[src/design/tc3_pkg.sv]
package tc3_pkg;

    localparam int FRAC_BITS = 20;
    localparam int COEF_FRAC = 20;
    localparam int PWM_PERIOD_COUNTS = 23040;

    localparam int SAMPLE_W = 12;
    localparam int COEF_W = 24;
    localparam int ERR_W = 24;
    localparam int ERR_MAG_W = 23;
    localparam int HIST_E_W = 26;
    localparam int HIST_Y_W = 22;
    localparam int TMP_W = 22;
    localparam int CMP_W = 16;
    localparam int HALF_W = 15;
    localparam int CLAMP_W = 2;
    localparam int CFG_IDX_W = 4;
    localparam int CFG_DATA_W = 24;

    localparam int MUL_A_W = 27;
    localparam int MUL_B_W = 24;
    localparam int MUL_P_W = MUL_A_W + MUL_B_W;
    localparam int ACC_W = 52;
    localparam int YR_W = ACC_W - COEF_FRAC;

    localparam int ERR_DIVISOR = 1000;
    localparam int ERR_ROUND = ERR_DIVISOR / 2;
    localparam int ERR_QH = (1 << FRAC_BITS) / ERR_DIVISOR;
    localparam int ERR_RH = (1 << FRAC_BITS) % ERR_DIVISOR;
    localparam int DIV1000_SHIFT = 32;
    localparam longint DIV1000_K =
        ((longint'(1) << DIV1000_SHIFT) + ERR_DIVISOR - 1) / ERR_DIVISOR;
    localparam int DIV3_SHIFT = 20;
    localparam int DIV3_K = ((1 << DIV3_SHIFT) + 2) / 3;

    localparam longint VOSC_FX = longint'(3) << FRAC_BITS;
    localparam longint HIGH_FX = (276 * (longint'(1) << FRAC_BITS) + 50) / 100;
    localparam longint LOW_FX = (6 * (longint'(1) << FRAC_BITS) + 50) / 100;
    localparam int MIN_COMPARE = 100;

    localparam int X0_RESET = -435178;
    localparam int X1_RESET = 392648;
    localparam int X2_RESET = 435074;
    localparam int X3_RESET = -392751;
    localparam int Y1_RESET = 1167080;
    localparam int Y2_RESET = -41497;
    localparam int Y3_RESET = -77007;

    typedef logic [CFG_IDX_W-1:0] reg_idx_t;
    localparam reg_idx_t REG_TARGET = 4'd0;
    localparam reg_idx_t REG_X0 = 4'd1;
    localparam reg_idx_t REG_X1 = 4'd2;
    localparam reg_idx_t REG_X2 = 4'd3;
    localparam reg_idx_t REG_X3 = 4'd4;
    localparam reg_idx_t REG_Y1 = 4'd5;
    localparam reg_idx_t REG_Y2 = 4'd6;
    localparam reg_idx_t REG_Y3 = 4'd7;

    typedef logic [3:0] op_t;
    localparam op_t OP_ERR_LO = 4'd0;
    localparam op_t OP_ERR_DIV = 4'd1;
    localparam op_t OP_ERR_HI = 4'd2;
    localparam op_t OP_X0 = 4'd3;
    localparam op_t OP_X1 = 4'd4;
    localparam op_t OP_Y1 = 4'd5;
    localparam op_t OP_X2 = 4'd6;
    localparam op_t OP_Y2 = 4'd7;
    localparam op_t OP_X3 = 4'd8;
    localparam op_t OP_Y3 = 4'd9;
    localparam op_t OP_SCALE = 4'd10;
    localparam op_t OP_DIV3 = 4'd11;

    typedef logic [CLAMP_W-1:0] clamp_t;
    localparam clamp_t CLAMP_NONE = 2'd0;
    localparam clamp_t CLAMP_HIGH = 2'd1;
    localparam clamp_t CLAMP_LOW = 2'd2;

    typedef struct packed {
        logic                      en;
        logic signed [MUL_A_W-1:0] a;
        logic signed [MUL_B_W-1:0] b;
    } tc3_mul_req_t;

endpackage

[src/design/tc3_mul.sv]
module tc3_mul (
    input  logic                                 clk,
    input  tc3_pkg::tc3_mul_req_t                req,
    output logic signed [tc3_pkg::MUL_P_W-1:0]   product
);
    import tc3_pkg::*;

    logic signed [MUL_P_W-1:0] product_reg;
    logic signed [MUL_P_W-1:0] product_next;

    always_comb
    begin
        product_next = req.a * req.b;
    end

    always_ff @(posedge clk)
    begin
        if (req.en)
        begin
            product_reg <= product_next;
        end
    end

    assign product = product_reg;

endmodule

[src/design/type3_compensator_pwm.sv]
// Type-3 compensator that turns one ADC sample of the output voltage into a PWM
// compare value. Samples arrive on the s_axis stream, one 12-bit reading per word.
// Each word on the m_axis stream carries the compare value, half of it, and a
// code that tells whether the filter output was clamped high or low.
// Coefficients and the target level are written through the cfg channel, which
// is always ready; write it only while no sample is in flight.
// Every multiplication runs through one registered 27 x 24 bit multiplier under a
// sequencer: twelve multiplications, each with an issue state and a take state,
// a clamp state after the tenth, and a done state that passes the result on; a
// new sample is taken only once the previous one has reached the output register.
// s_axis_tready is high only while the sequencer is idle.
// When the receiver stalls, the finished result waits in the output register and
// the next sample is computed; its result is held back until the slot frees.
// Reset clears the filter history, returns the registers to their default
// coefficients and drops any pending result.
module type3_compensator_pwm (
    input  logic        clk,
    input  logic        rst_n,
    input  logic        s_axis_tvalid,
    output logic        s_axis_tready,
    input  logic [15:0] s_axis_tdata,   // vout_sample[11:0], zero fill
    output logic        m_axis_tvalid,
    input  logic        m_axis_tready,
    output logic [39:0] m_axis_tdata,   // compare_main[15:0], compare_half[30:16],
                                        // clamp_state[32:31], zero fill
    input  logic        cfg_valid,
    output logic        cfg_ready,
    input  logic [tc3_pkg::CFG_IDX_W-1:0]  cfg_index,
    input  logic [tc3_pkg::CFG_DATA_W-1:0] cfg_data
);
    import tc3_pkg::*;

    localparam logic [2:0] ST_IDLE = 3'd0;
    localparam logic [2:0] ST_ISSUE = 3'd1;
    localparam logic [2:0] ST_TAKE = 3'd2;
    localparam logic [2:0] ST_CLAMP = 3'd3;
    localparam logic [2:0] ST_DONE = 3'd4;

    localparam logic signed [YR_W-1:0] Y_HIGH_LIMIT = YR_W'(VOSC_FX);
    localparam logic signed [YR_W-1:0] Y_LOW_LIMIT = YR_W'(LOW_FX);
    localparam logic signed [ACC_W-1:0] ROUND_HALF = ACC_W'(longint'(1) << (COEF_FRAC - 1));

    logic [2:0] state_reg, state_next;
    op_t op_reg, op_next;

    logic [SAMPLE_W-1:0] target_reg, target_next;
    logic signed [COEF_W-1:0] coef_x_reg [4];
    logic signed [COEF_W-1:0] coef_y_reg [3];

    logic signed [HIST_E_W-1:0] eh_reg [3];
    logic signed [HIST_E_W-1:0] eh_next [3];
    logic [HIST_Y_W-1:0] oh_reg [3];
    logic [HIST_Y_W-1:0] oh_next [3];

    logic neg_reg, neg_next;
    logic [SAMPLE_W-1:0] mag_reg, mag_next;
    logic [TMP_W-1:0] tmp_reg, tmp_next;
    logic signed [ERR_W-1:0] err_reg, err_next;
    logic signed [ACC_W-1:0] acc_reg, acc_next;
    logic [HIST_Y_W-1:0] y_reg, y_next;
    clamp_t clamp_reg, clamp_next;

    logic m_valid_reg, m_valid_next;
    logic [CMP_W-1:0] m_main_reg, m_main_next;
    clamp_t m_clamp_reg, m_clamp_next;

    tc3_mul_req_t mul_req;
    logic signed [MUL_P_W-1:0] product;

    logic signed [SAMPLE_W:0] diff;
    logic [ERR_MAG_W-1:0] err_mag;
    logic signed [ACC_W-1:0] round_sum;
    logic signed [YR_W-1:0] y_raw;
    logic [CMP_W-1:0] cmp_raw;
    logic out_free;

    tc3_mul u_mul (
        .clk     (clk),
        .req     (mul_req),
        .product (product)
    );

    assign cfg_ready = 1'b1;
    assign s_axis_tready = (state_reg == ST_IDLE);
    assign out_free = !m_valid_reg || m_axis_tready;

    always_comb
    begin
        mul_req.en = (state_reg == ST_ISSUE);
        mul_req.a = '0;
        mul_req.b = '0;
        unique case (op_reg)
            OP_ERR_LO:
            begin
                mul_req.a = MUL_A_W'(mag_reg);
                mul_req.b = MUL_B_W'(ERR_RH);
            end
            OP_ERR_DIV:
            begin
                mul_req.a = MUL_A_W'(tmp_reg);
                mul_req.b = MUL_B_W'(DIV1000_K);
            end
            OP_ERR_HI:
            begin
                mul_req.a = MUL_A_W'(mag_reg);
                mul_req.b = MUL_B_W'(ERR_QH);
            end
            OP_X0:
            begin
                mul_req.a = MUL_A_W'(err_reg);
                mul_req.b = coef_x_reg[0];
            end
            OP_X1:
            begin
                mul_req.a = MUL_A_W'(eh_reg[0]);
                mul_req.b = coef_x_reg[1];
            end
            OP_Y1:
            begin
                mul_req.a = MUL_A_W'(oh_reg[0]);
                mul_req.b = coef_y_reg[0];
            end
            OP_X2:
            begin
                mul_req.a = MUL_A_W'(eh_reg[1]);
                mul_req.b = coef_x_reg[2];
            end
            OP_Y2:
            begin
                mul_req.a = MUL_A_W'(oh_reg[1]);
                mul_req.b = coef_y_reg[1];
            end
            OP_X3:
            begin
                mul_req.a = MUL_A_W'(eh_reg[2]);
                mul_req.b = coef_x_reg[3];
            end
            OP_Y3:
            begin
                mul_req.a = MUL_A_W'(oh_reg[2]);
                mul_req.b = coef_y_reg[2];
            end
            OP_SCALE:
            begin
                mul_req.a = MUL_A_W'(y_reg);
                mul_req.b = MUL_B_W'(PWM_PERIOD_COUNTS);
            end
            OP_DIV3:
            begin
                mul_req.a = MUL_A_W'(tmp_reg);
                mul_req.b = MUL_B_W'(DIV3_K);
            end
            default:
            begin
                mul_req.a = '0;
                mul_req.b = '0;
            end
        endcase
    end

    always_comb
    begin
        diff = $signed({1'b0, s_axis_tdata[SAMPLE_W-1:0]}) - $signed({1'b0, target_reg});
        err_mag = product[ERR_MAG_W-1:0] + ERR_MAG_W'(tmp_reg);
        round_sum = acc_reg + ROUND_HALF;
        y_raw = YR_W'(round_sum >>> COEF_FRAC);
        cmp_raw = tmp_reg[CMP_W-1:0];

        state_next = state_reg;
        op_next = op_reg;
        neg_next = neg_reg;
        mag_next = mag_reg;
        tmp_next = tmp_reg;
        err_next = err_reg;
        acc_next = acc_reg;
        y_next = y_reg;
        clamp_next = clamp_reg;
        eh_next = eh_reg;
        oh_next = oh_reg;
        m_main_next = m_main_reg;
        m_clamp_next = m_clamp_reg;
        m_valid_next = m_valid_reg && !m_axis_tready;

        unique case (state_reg)
            ST_IDLE:
            begin
                if (s_axis_tvalid)
                begin
                    neg_next = diff[SAMPLE_W];
                    mag_next = diff[SAMPLE_W] ? SAMPLE_W'(-diff) : SAMPLE_W'(diff);
                    op_next = OP_ERR_LO;
                    state_next = ST_ISSUE;
                end
            end
            ST_ISSUE:
            begin
                state_next = ST_TAKE;
            end
            ST_TAKE:
            begin
                op_next = op_reg + op_t'(1);
                state_next = ST_ISSUE;
                unique case (op_reg)
                    OP_ERR_LO:
                    begin
                        tmp_next = product[TMP_W-1:0] + TMP_W'(ERR_ROUND);
                    end
                    OP_ERR_DIV:
                    begin
                        tmp_next = TMP_W'(product[DIV1000_SHIFT +: SAMPLE_W]);
                    end
                    OP_ERR_HI:
                    begin
                        err_next = neg_reg ? -$signed({1'b0, err_mag}) : $signed({1'b0, err_mag});
                        acc_next = '0;
                    end
                    OP_X0, OP_X1, OP_Y1, OP_X2, OP_Y2, OP_X3:
                    begin
                        acc_next = acc_reg + ACC_W'(product);
                    end
                    OP_Y3:
                    begin
                        acc_next = acc_reg + ACC_W'(product);
                        state_next = ST_CLAMP;
                    end
                    OP_SCALE:
                    begin
                        tmp_next = product[FRAC_BITS +: TMP_W];
                    end
                    OP_DIV3:
                    begin
                        tmp_next = TMP_W'(product[DIV3_SHIFT +: CMP_W]);
                        op_next = OP_ERR_LO;
                        state_next = ST_DONE;
                    end
                    default:
                    begin
                        state_next = ST_IDLE;
                    end
                endcase
            end
            ST_CLAMP:
            begin
                priority if (y_raw >= Y_HIGH_LIMIT)
                begin
                    y_next = HIST_Y_W'(HIGH_FX);
                    clamp_next = CLAMP_HIGH;
                end
                else if (y_raw <= Y_LOW_LIMIT)
                begin
                    y_next = HIST_Y_W'(LOW_FX);
                    clamp_next = CLAMP_LOW;
                end
                else
                begin
                    y_next = y_raw[HIST_Y_W-1:0];
                    clamp_next = CLAMP_NONE;
                end
                eh_next[2] = eh_reg[1];
                eh_next[1] = eh_reg[0];
                eh_next[0] = HIST_E_W'(err_reg);
                oh_next[2] = oh_reg[1];
                oh_next[1] = oh_reg[0];
                oh_next[0] = y_next;
                op_next = OP_SCALE;
                state_next = ST_ISSUE;
            end
            ST_DONE:
            begin
                if (out_free)
                begin
                    m_main_next = (cmp_raw <= CMP_W'(MIN_COMPARE)) ? CMP_W'(MIN_COMPARE) : cmp_raw;
                    m_clamp_next = clamp_reg;
                    m_valid_next = 1'b1;
                    state_next = ST_IDLE;
                end
            end
            default:
            begin
                state_next = ST_IDLE;
            end
        endcase
    end

    always_comb
    begin
        target_next = target_reg;
        if (cfg_valid && cfg_index == REG_TARGET)
        begin
            target_next = cfg_data[SAMPLE_W-1:0];
        end
    end

    always_ff @(posedge clk or negedge rst_n)
    begin
        if (!rst_n)
        begin
            state_reg <= ST_IDLE;
            op_reg <= OP_ERR_LO;
            m_valid_reg <= 1'b0;
            target_reg <= '0;
            coef_x_reg[0] <= COEF_W'(X0_RESET);
            coef_x_reg[1] <= COEF_W'(X1_RESET);
            coef_x_reg[2] <= COEF_W'(X2_RESET);
            coef_x_reg[3] <= COEF_W'(X3_RESET);
            coef_y_reg[0] <= COEF_W'(Y1_RESET);
            coef_y_reg[1] <= COEF_W'(Y2_RESET);
            coef_y_reg[2] <= COEF_W'(Y3_RESET);
            for (int i = 0; i < 3; i++)
            begin
                eh_reg[i] <= '0;
                oh_reg[i] <= '0;
            end
        end
        else
        begin
            state_reg <= state_next;
            op_reg <= op_next;
            m_valid_reg <= m_valid_next;
            target_reg <= target_next;
            eh_reg <= eh_next;
            oh_reg <= oh_next;
            if (cfg_valid)
            begin
                unique case (cfg_index)
                    REG_TARGET: ;
                    REG_X0: coef_x_reg[0] <= $signed(cfg_data);
                    REG_X1: coef_x_reg[1] <= $signed(cfg_data);
                    REG_X2: coef_x_reg[2] <= $signed(cfg_data);
                    REG_X3: coef_x_reg[3] <= $signed(cfg_data);
                    REG_Y1: coef_y_reg[0] <= $signed(cfg_data);
                    REG_Y2: coef_y_reg[1] <= $signed(cfg_data);
                    REG_Y3: coef_y_reg[2] <= $signed(cfg_data);
                    default: ;
                endcase
            end
        end
    end

    always_ff @(posedge clk)
    begin
        neg_reg <= neg_next;
        mag_reg <= mag_next;
        tmp_reg <= tmp_next;
        err_reg <= err_next;
        acc_reg <= acc_next;
        y_reg <= y_next;
        clamp_reg <= clamp_next;
        m_main_reg <= m_main_next;
        m_clamp_reg <= m_clamp_next;
    end

    assign m_axis_tvalid = m_valid_reg;
    assign m_axis_tdata = {7'b0, m_clamp_reg, m_main_reg[CMP_W-1:1], m_main_reg};

    a_accept_blocks: assert property (@(posedge clk) disable iff (!rst_n)
        s_axis_tvalid && s_axis_tready |=> !s_axis_tready)
        else $error("Sample accepted while the sequencer was still busy.");

    a_compare_floor: assert property (@(posedge clk) disable iff (!rst_n)
        m_axis_tvalid |-> m_axis_tdata[15:0] >= CMP_W'(MIN_COMPARE))
        else $error("Compare value below its floor.");

    a_half_matches: assert property (@(posedge clk) disable iff (!rst_n)
        m_axis_tvalid |-> m_axis_tdata[30:16] == m_axis_tdata[15:1])
        else $error("Half compare value does not match the main value.");

    a_clamp_code: assert property (@(posedge clk) disable iff (!rst_n)
        m_axis_tvalid |-> (m_axis_tdata[32:31] == CLAMP_NONE
            || m_axis_tdata[32:31] == CLAMP_HIGH || m_axis_tdata[32:31] == CLAMP_LOW))
        else $error("Clamp code out of range.");

    a_op_range: assert property (@(posedge clk) disable iff (!rst_n)
        state_reg != ST_IDLE |-> op_reg <= OP_DIV3)
        else $error("Sequencer step counter out of range.");

endmodule

[config.mk]
export PLATFORM = sky130hd
export DESIGN_NAME = type3_compensator_pwm
export DESIGN_NICKNAME = d
export VERILOG_FILES = /design/src/design/tc3_pkg.sv /design/src/design/tc3_mul.sv /design/src/design/type3_compensator_pwm.sv
export SDC_FILE = /design/constraint.sdc
export NUM_CORES = 2
export LEC_CHECK = 0
export ABC_AREA = 1
export BUFFER_PORTS_ARGS = -buffer_cell sky130_fd_sc_hd__buf_2
export CAP_MARGIN = 20
export CORE_UTILIZATION = 54
export DETAILED_ROUTE_END_ITERATION = 8
export HOLD_SLACK_MARGIN = 0.02
export PLACE_DENSITY = 0.73
export SLEW_MARGIN = 10
export SYNTH_ARGS = -nofsm -noshare
export SYNTH_HDL_FRONTEND = slang
export SYNTH_SLANG_ARGS = --single-unit
[constraint.sdc]
create_clock -name clk -period 11.4 [get_ports clk]
set_clock_uncertainty 0.2 [all_clocks]
set_input_delay 1.71 -clock clk [delete_from_list [all_inputs] [get_ports clk]]
set_output_delay 1.71 -clock clk [all_outputs]
set_load 0.01 [all_outputs]
==> key figures <==
Timing
  – Tightest Pin Transition: 1.17 ns
  – Setup violators final: 0
  – Hold Fails Final Rpt: 0
  – Peak Freq: 100 MHz
  – Tmin final: 9.97 ns
  – RSZ-0062 raised after global routing: false
  – Setup tns final: 0 ns
  – Slew margin rel.: 21.9%
  – Slew Viols, Final: 0
  – Fin crit share: 87.4%

Setup path
  – Critical path class: reg -> reg
  – Critical-path maximum fanout: 24
  – Crit path max-delay family: adder cells
  – Worst Path Arrival: 10.16 ns
  – WP buf/inv: 8
  – CP Launch Type: flip-flop
  – CP Capture Type: flip-flop
  – WP data required: 11.59 ns
  – CP max stage cell: fa_1
  – CP max stage delay: 0.72 ns

Final layout
  – Fin area: 0.0557 mm²
  – Number of fill cells: 8507
  – Layout cells sized above 1: 6.86%
  – Final #Nets: 7310
  – Largest register FFs: 96
  – P&R area growth vs syn: 7.48%

Logic synthesis
  – #FFs+latches synth: 530
  – Top cell type's share of synthesized area: 24.2%
  – Synthesized area: 0.0518 mm²
  – Most frequent cell after synthesis: nand2_1
  – Commonest cells post-synth: nand2_1, inv_1, fa_1, o21ai_0, nor2_1
  – Ys flop type: dfrtp_1
  – Async S/R FF share, synth: 61.5%
  – Cells after Synth: 6403
  – Largest cells by area after synthesis: fa_1, edfxtp_1, nand2_1, dfrtp_1, inv_1
  – Syn avg cell area: 8.10 µm²
  – Top cell type by total area after synthesis: fa_1
  – Post-synthesis sequential area ratio: 27.8%
  – Warnings, synthesis: 0
  – Yosys cell types: 63
  – Number of synthesized flops with an enable pin: 204

Global routing
  – Number of global-route vias before repair: 42298
  – Initial antenna violation count: 1
  – Largest net degree at the start of global routing: 134
  – First-pass GRT wire length: 237 mm
  – Gr usage total: 31.3%
  – Total grt overflow: 0

Die
  – Die Wd: 312 µm
  – Initial core utilization: 54.6%
  – Die Height: 312 µm
  – Core ar.: 0.0950 mm²
  – Num ports: 92
  – Row Count: 113
  – Die Area: 0.0973 mm²

Clock network
  – CTS tree: built
  – H-tree levels: 2
  – CTS-repair resized insts: 0
  – Clk slew on worst S/H paths: 0.07 ns
  – Hold buffer count at CTS: 0
  – Post-CTS setup buffers: 0
  – Clock buffer depth: 3
  – Root Driver: clkbuf_16
  – Cts bufs inserted: 57
  – Clk sink count: 530
  – Worst-Skew Late Latency: 0.67 ns

Detailed routing
  – # DRC: 0
  – Post-Route WL: 151 mm
  – Routed wire per std cell: 19.5 µm
  – First-pass detailed-route iteration total: 6
  – Vias per cell: 5.52
  – Iteration-0 DRC Markers: 4226
  – Vias: 42596
  – Final ANT Viol Nets: 0

Placement
  – Placer congestion estimate: 1.01
  – Placed cell area: 0.0537 mm²
  – DP Wirelength: 118 mm
  – PortBufs: 79

Outcome
  – Status: finished clean

Min path
  – Worst hold-check path type: reg -> reg

Run
  – MaxCap Viol Count: 0
[through the flow]
stage | hold WS [ns] | std cells | util, % | setup WS [ns]
after CTS | 0.224 | 7714 | 58.5 | 1.50
after floorplan | 0.200 | 6409 | - | 2.91
after global routing | 0.235 | 7720 | 58.6 | 0.869
after global placement | 0.202 | 7604 | 56.5 | 1.41
after detailed placement | 0.212 | 7606 | 56.5 | 1.45
final | 0.224 | 7721 | 58.6 | 1.43
[worst register-to-register path: cells and delay by family (launching register included)]
kind,cells,cell delay [ns]
DFF,1,0.44
buffers and inverters,8,1.85
and+or+nand+nor,7,1.75
AOI/OAI and AO/OA,3,0.72
adders and majority gates,9,4.63
xor gates and xnor gates,1,0.17
[metal layers]
| metal | GRT usage [%] | vias up | wire length [µm] |
|---|---|---|---|
| li1 | - | 19675 | - |
| met1 | 43.0 | 20882 | 61700 |
| met2 | 50.4 | 1724 | 70200 |
| met3 | 4.49 | 315 | 12500 |
| met4 | 12.1 | 0 | 6370 |
| met5 | 0 | - | 0 |
[worst paths after layout]
kind                       depth (start not counted)           endpoint    startpoint  slack (ns)
min in group asynchronous                          1          eh_reg[6]         rst_n        0.97
min                                                0     m_clamp_reg[0]  clamp_reg[0]        0.22
max reg2reg                                       28  u_mul.product[45]     op_reg[0]        1.43
max                                               28  u_mul.product[45]     op_reg[0]        1.43
max in group asynchronous                          3     coef_x_reg[18]         rst_n        7.75
min reg2reg                                        0     m_clamp_reg[0]  clamp_reg[0]        0.22
[kinds of logic after synthesis]
group	share of synthesized area (%)
DFF	27.8
buffers and inverters	12.4
AOI/OAI and AO/OA	10.5
other	0.0145
adders and majority gates	29.7
and+or+nand+nor	17.8
xor gates and xnor gates	1.81
[layout make-up]
cell class	instances	area, µm²	share of cell area (%)
Tap cell	1265	1580	2.84
Inverter	1432	5380	9.65
Timing Repair Buffer	179	1240	2.22
Antenna cell	2	5.00	0.00898
Clock buffer	75	1650	2.95
Clock inverter	33	294	0.528
Sequential cell	530	14400	25.8
Multi-Input combinational cell	4205	31200	56.0
[cell usage in the layout, fill, tap and decap left out, types with 6 or more instances in the layout]
| master | netlist | final |
|---|---|---|
| clkbuf_8 | 0 | 11 |
| edfxtp_1 | 204 | 204 |
| inv_2 | 11 | 13 |
| nor4_1 | 14 | 11 |
| o21a_1 | 9 | 9 |
| clkbuf_16 | 0 | 59 |
| nand2_1 | 1619 | 1619 |
| nor2_2 | 14 | 17 |
| a221oi_1 | 67 | 67 |
| nand3_1 | 145 | 143 |
| o211ai_1 | 23 | 23 |
| o22ai_1 | 40 | 40 |
| clkinv_2 | 0 | 11 |
| o2111ai_2 | 0 | 9 |
| o21ai_0 | 447 | 447 |
| nand2_2 | 7 | 7 |
| conb_1 | 2 | 8 |
| buf_2 | 39 | 78 |
| nor2_4 | 5 | 10 |
| inv_1 | 1416 | 1414 |
| xnor2_1 | 42 | 42 |
| nor3_1 | 30 | 29 |
| a21oi_1 | 223 | 220 |
| a21boi_0 | 11 | 11 |
| o21bai_1 | 19 | 19 |
| ha_1 | 230 | 230 |
| o221ai_1 | 6 | 6 |
| a22oi_1 | 7 | 7 |
| fa_1 | 626 | 626 |
| clkinv_1 | 4 | 12 |
| a31oi_1 | 32 | 32 |
| buf_4 | 24 | 94 |
| nor2_1 | 387 | 379 |
| dfstp_2 | 89 | 89 |
| dfrtp_1 | 237 | 237 |
| nand4_1 | 38 | 38 |
| nand3b_1 | 10 | 10 |
| xor2_1 | 65 | 65 |
| a21o_1 | 22 | 22 |
Power is left out: the tool's default activity adds up to more than one toggle a clock period on the data nets, which glitch-free logic cannot reach.
